--- config.mk ---
export PLATFORM = sky130hd
export DESIGN_NAME = swm_pix_cell
export DESIGN_NICKNAME = d
export VERILOG_FILES = /design/src/rtl/swm_pkg.sv /design/src/rtl/swm_pix_cell.sv
export SDC_FILE = /design/constraint.sdc
export NUM_CORES = 1
export LEC_CHECK = 0
export ABC_AREA = 1
export BUFFER_PORTS_ARGS = -buffer_cell sky130_fd_sc_hd__buf_2
export CORE_MARGIN = 4
export CORE_UTILIZATION = 44
export CTS_CLUSTER_DIAMETER = 30
export DETAILED_ROUTE_END_ITERATION = 10
export GPL_ROUTABILITY_DRIVEN = 1
export PLACE_DENSITY_LB_ADDON = 0.08
export SETUP_SLACK_MARGIN = 0.05
export SLEW_MARGIN = 40
export SYNTH_ARGS = -nofsm -noshare
export SYNTH_HDL_FRONTEND = slang
export SYNTH_SLANG_ARGS = --single-unit
--- constraint.sdc ---
create_clock -name clock -period 1.24 [get_ports clock]
set_input_delay 0.062 -clock clock [delete_from_list [all_inputs] [get_ports clock]]
set_output_delay 0.062 -clock clock [all_outputs]
set_load 0.01 [all_outputs]
--- src/rtl/swm_pkg.sv ---
package swm_pkg;

   typedef logic signed [31:0] pix_type;

   // control for one cell of the recent-pixel chain
   typedef struct packed {
      logic shift;   // take neighbor pixel
      logic load;    // copy incoming pixel into scan reg
      logic scan;    // scan reg takes upper neighbor's scan value
   } pcell_ctl_type;

   // control for one cell of the row-minimum line chain
   typedef struct packed {
      logic rd;      // registered read at column address
      logic wr;      // write lower neighbor's read data (cell 0: new row minimum) at column address
      logic load;    // copy read data into scan reg
      logic scan;    // scan reg takes upper neighbor's scan value
   } lcell_ctl_type;

endpackage

--- src/rtl/swm_pix_cell.sv ---
module swm_pix_cell
   import swm_pkg::*;
(
   input  logic          clock,
   input  pcell_ctl_type ctl,
   input  pix_type       pix_in,
   input  pix_type       scan_in,
   output pix_type       pix_out,
   output pix_type       scan_out
);

   pix_type pix_ff;
   pix_type scan_ff;

   always_ff @(posedge clock) begin
      if (ctl.shift) begin
         pix_ff <= pix_in;
      end
      if (ctl.load) begin
         scan_ff <= pix_in;
      end else if (ctl.scan) begin
         scan_ff <= scan_in;
      end
   end

   assign pix_out  = pix_ff;
   assign scan_out = scan_ff;

endmodule

==> summary.txt <==
Outcome
  – Status: complete, no violations

Placed design
  – Placed Cells: 367
  – Hpwl dp: 3.756 mm
  – Pre-CTS WS: 0.2202 ns
  – Gpl congestion: 0.7080
  – Cell area after placement: 3093 µm²
  – Port bufs: 131

Global routing
  – Largest net degree at the start of global routing: 33
  – Total grt overflow: 0
  – GR Util All Layers: 19.66%
  – Vias in the first global route: 1965
  – Initial antenna violation count: 0
  – First-pass GRT wire length: 9.418 mm

STA
  – Slew Limit Fails: 0
  – Unrepaired setup endpoints after global routing: no
  – PnR worst setup slack: 0.3055 ns
  – Final hold vios: 0
  – Crit share post-route: 75.36%
  – Total negative slack: 0 ns
  – Slew HR: 78.06%
  – Min Hold Slack: 0.01810 ns
  – Max Clock Freq: 1070 MHz
  – Final min period: 0.9345 ns
  – Final Setup Violations: 0
  – Worst Max-Slew Pin Slew: 0.3291 ns

CTS
  – TritonCTS clock tree: done
  – Clock Tree Buf Depth: 2
  – H-tree levels: 3
  – Total CTS buffers: 9
  – CTS root buf: clkbuf_8
  – Reg clk slew, reported paths: 0.06 ns
  – CTS Sinks: 64

Detailed routing
  – Via Count: 1959
  – Initial DRC count: 136
  – Routed WL: 6.206 mm
  – Vias/cell: 4.473
  – Final antenna-violating net count: 0
  – Routed wire per std cell: 14.17 µm
  – Drc violations: 0
  – DR pass1 iterations: 4

Pwr
  – Power density over the cells: 1264 nW/µm²
  – Static leakage: 1.785 nW
  – Maximum VDD drop: 0.7979 mV

Yosys
  – Number of synthesized register bits: 64
  – Post-synthesis cell count: 169
  – Mux cell area share after synthesis: 0%
  – Largest family of logic cells by synthesized area: simple AND/OR/NAND/NOR gates
  – Adder-cell share of the synthesized area: 0%
  – Sequential element share of the synthesized area: 81.36%
  – Post-Synth Simple-Gate Area: 15.52%
  – Distinct cells, synth: 6
  – Synth Area in Compound Gates: 0%
  – Synthesized area per cell: 13.98 µm²
  – Syn Nets: 237
  – Mapped cell area: 2362 µm²
  – Yosys warnings: 0
  – Post-Synth XOR/XNOR Area: 0%

Worst setup path
  – CP max FO: 1
  – Required @ worst endpoint: 1.18 ns
  – CP delay by family, top: flip-flops
  – CP max stage delay: 0.39 ns
  – CP arrival: 0.87 ns
  – Critical path type: reg -> out
  – Setup crit end kind: output pin
  – CP bufs+invs: 1
  – Worst Setup Start Kind: flip-flop
  – Worst-path cell chain: buf_2
  – CP max stage cell: edfxtp_1

Floorplan
  – Die area: 6605 µm²
  – Starting Density: 45.96%
  – CORE AREA: 5140 µm²
  – Die Wd: 81.27 µm
  – Std cell rows: 26
  – Die Ht: 81.27 µm
  – I/O pin total: 132

Min path
  – Hold Path End: scan_out[9]$_DFFE_PP_
  – Hold crit path type: in -> reg
  – Hold Crit Depth: 3
  – Origin of the worst min-delay path: scan_in[9]

Layout
  – Non-Filler Instances: 438
  – Final Cell Area: 3800 µm²
  – Most common cell after layout, fill and taps aside: buf_2
  – Area occupied by multi-input gates: 366.6 µm²
  – Post-layout nets: 432
  – Layout cells sized above 1: 39.67%
  – ANT cells: 0
  – Area Growth Syn to Fin: 60.86%
  – Most frequent cells in the layout: buf_2 (131), nand2_1 (96), edfxtp_1 (64)
  – Sequential standard cell area: 1922 µm²
  – FILL cells: 378

Job
  – Max-cap violations: 0
==> synth_stat cells <==
library cell	number	area, µm²
nand2_1	96	360.4
edfxtp_1	64	1922
buf_6	4	45.04
buf_4	3	22.52
inv_4	1	6.260
or2_2	1	6.260
==> state kept, by name (all words and copies together), names as in the netlist <==
name	flops
scan_out	32
pix_out	32
==> per-stage QoR <==
stage | utilization, % | total power, mW
3_5_place_dp | 60.18 | 3.316
6_report | 73.93 | 4.804
5_1_grt | 73.93 | 5.031
2_1_floorplan | - | 2.957
4_1_cts | 73.93 | 4.835
3_3_place_gp | 60.18 | 3.308
==> cell type report <==
class	instances	area share (%)
well taps	70	2.305
multi-input cells	97	9.648
repair buffers	191	33.45
clock buffers	13	3.655
inverters	1	0.1646
flip-flops and latches	64	50.58
clock inverters	2	0.1976
==> layer usage <==
layer  vias to the layer above  GRT usage, %  part of all wire [%]
met5                         -             0                     0
met3                         8         5.543                   7.8
met1                       892         22.08                    38
met4                         0         9.291                   1.4
li1                        959             -                     -
met2                       100         34.28                    53
==> where the power goes <==
group	internal, mW	total (mW)	switching [mW]
Clock	0.704	1.39	0.689
Sequential	2.61	2.66	0.0463
Combinational	0.373	0.751	0.378
==> worst max-delay path by stage <==
stage	from	end	slack (ns)	cells after the start
floorplan	ctl[1]	scan_out[0]$_DFFE_PP_	0.22	2
global placement	ctl[1]	scan_out[0]$_DFFE_PP_	0.25	5
detailed placement	ctl[1]	scan_out[16]$_DFFE_PP_	0.22	5
CTS	pix_out[26]$_DFFE_PP_	pix_out[26]	0.30	1
global route	pix_out[4]$_DFFE_PP_	pix_out[4]	0.26	1
finish	pix_out[21]$_DFFE_PP_	pix_out[21]	0.31	1
==> cells by family (layout without fill, tap and decap cells) <==
group         Yosys count  count (layout)
simple gates           97              97
flops                  64              64
buf+inv                 8             207
==> what timing repair did <==
action	CTS	global route
buffers inserted	0	0
gates resized for setup	0	0
endpoints found under the hold margin	56	0
hold buffers	56	0
Note: power is estimated with default switching activity, not from simulation.
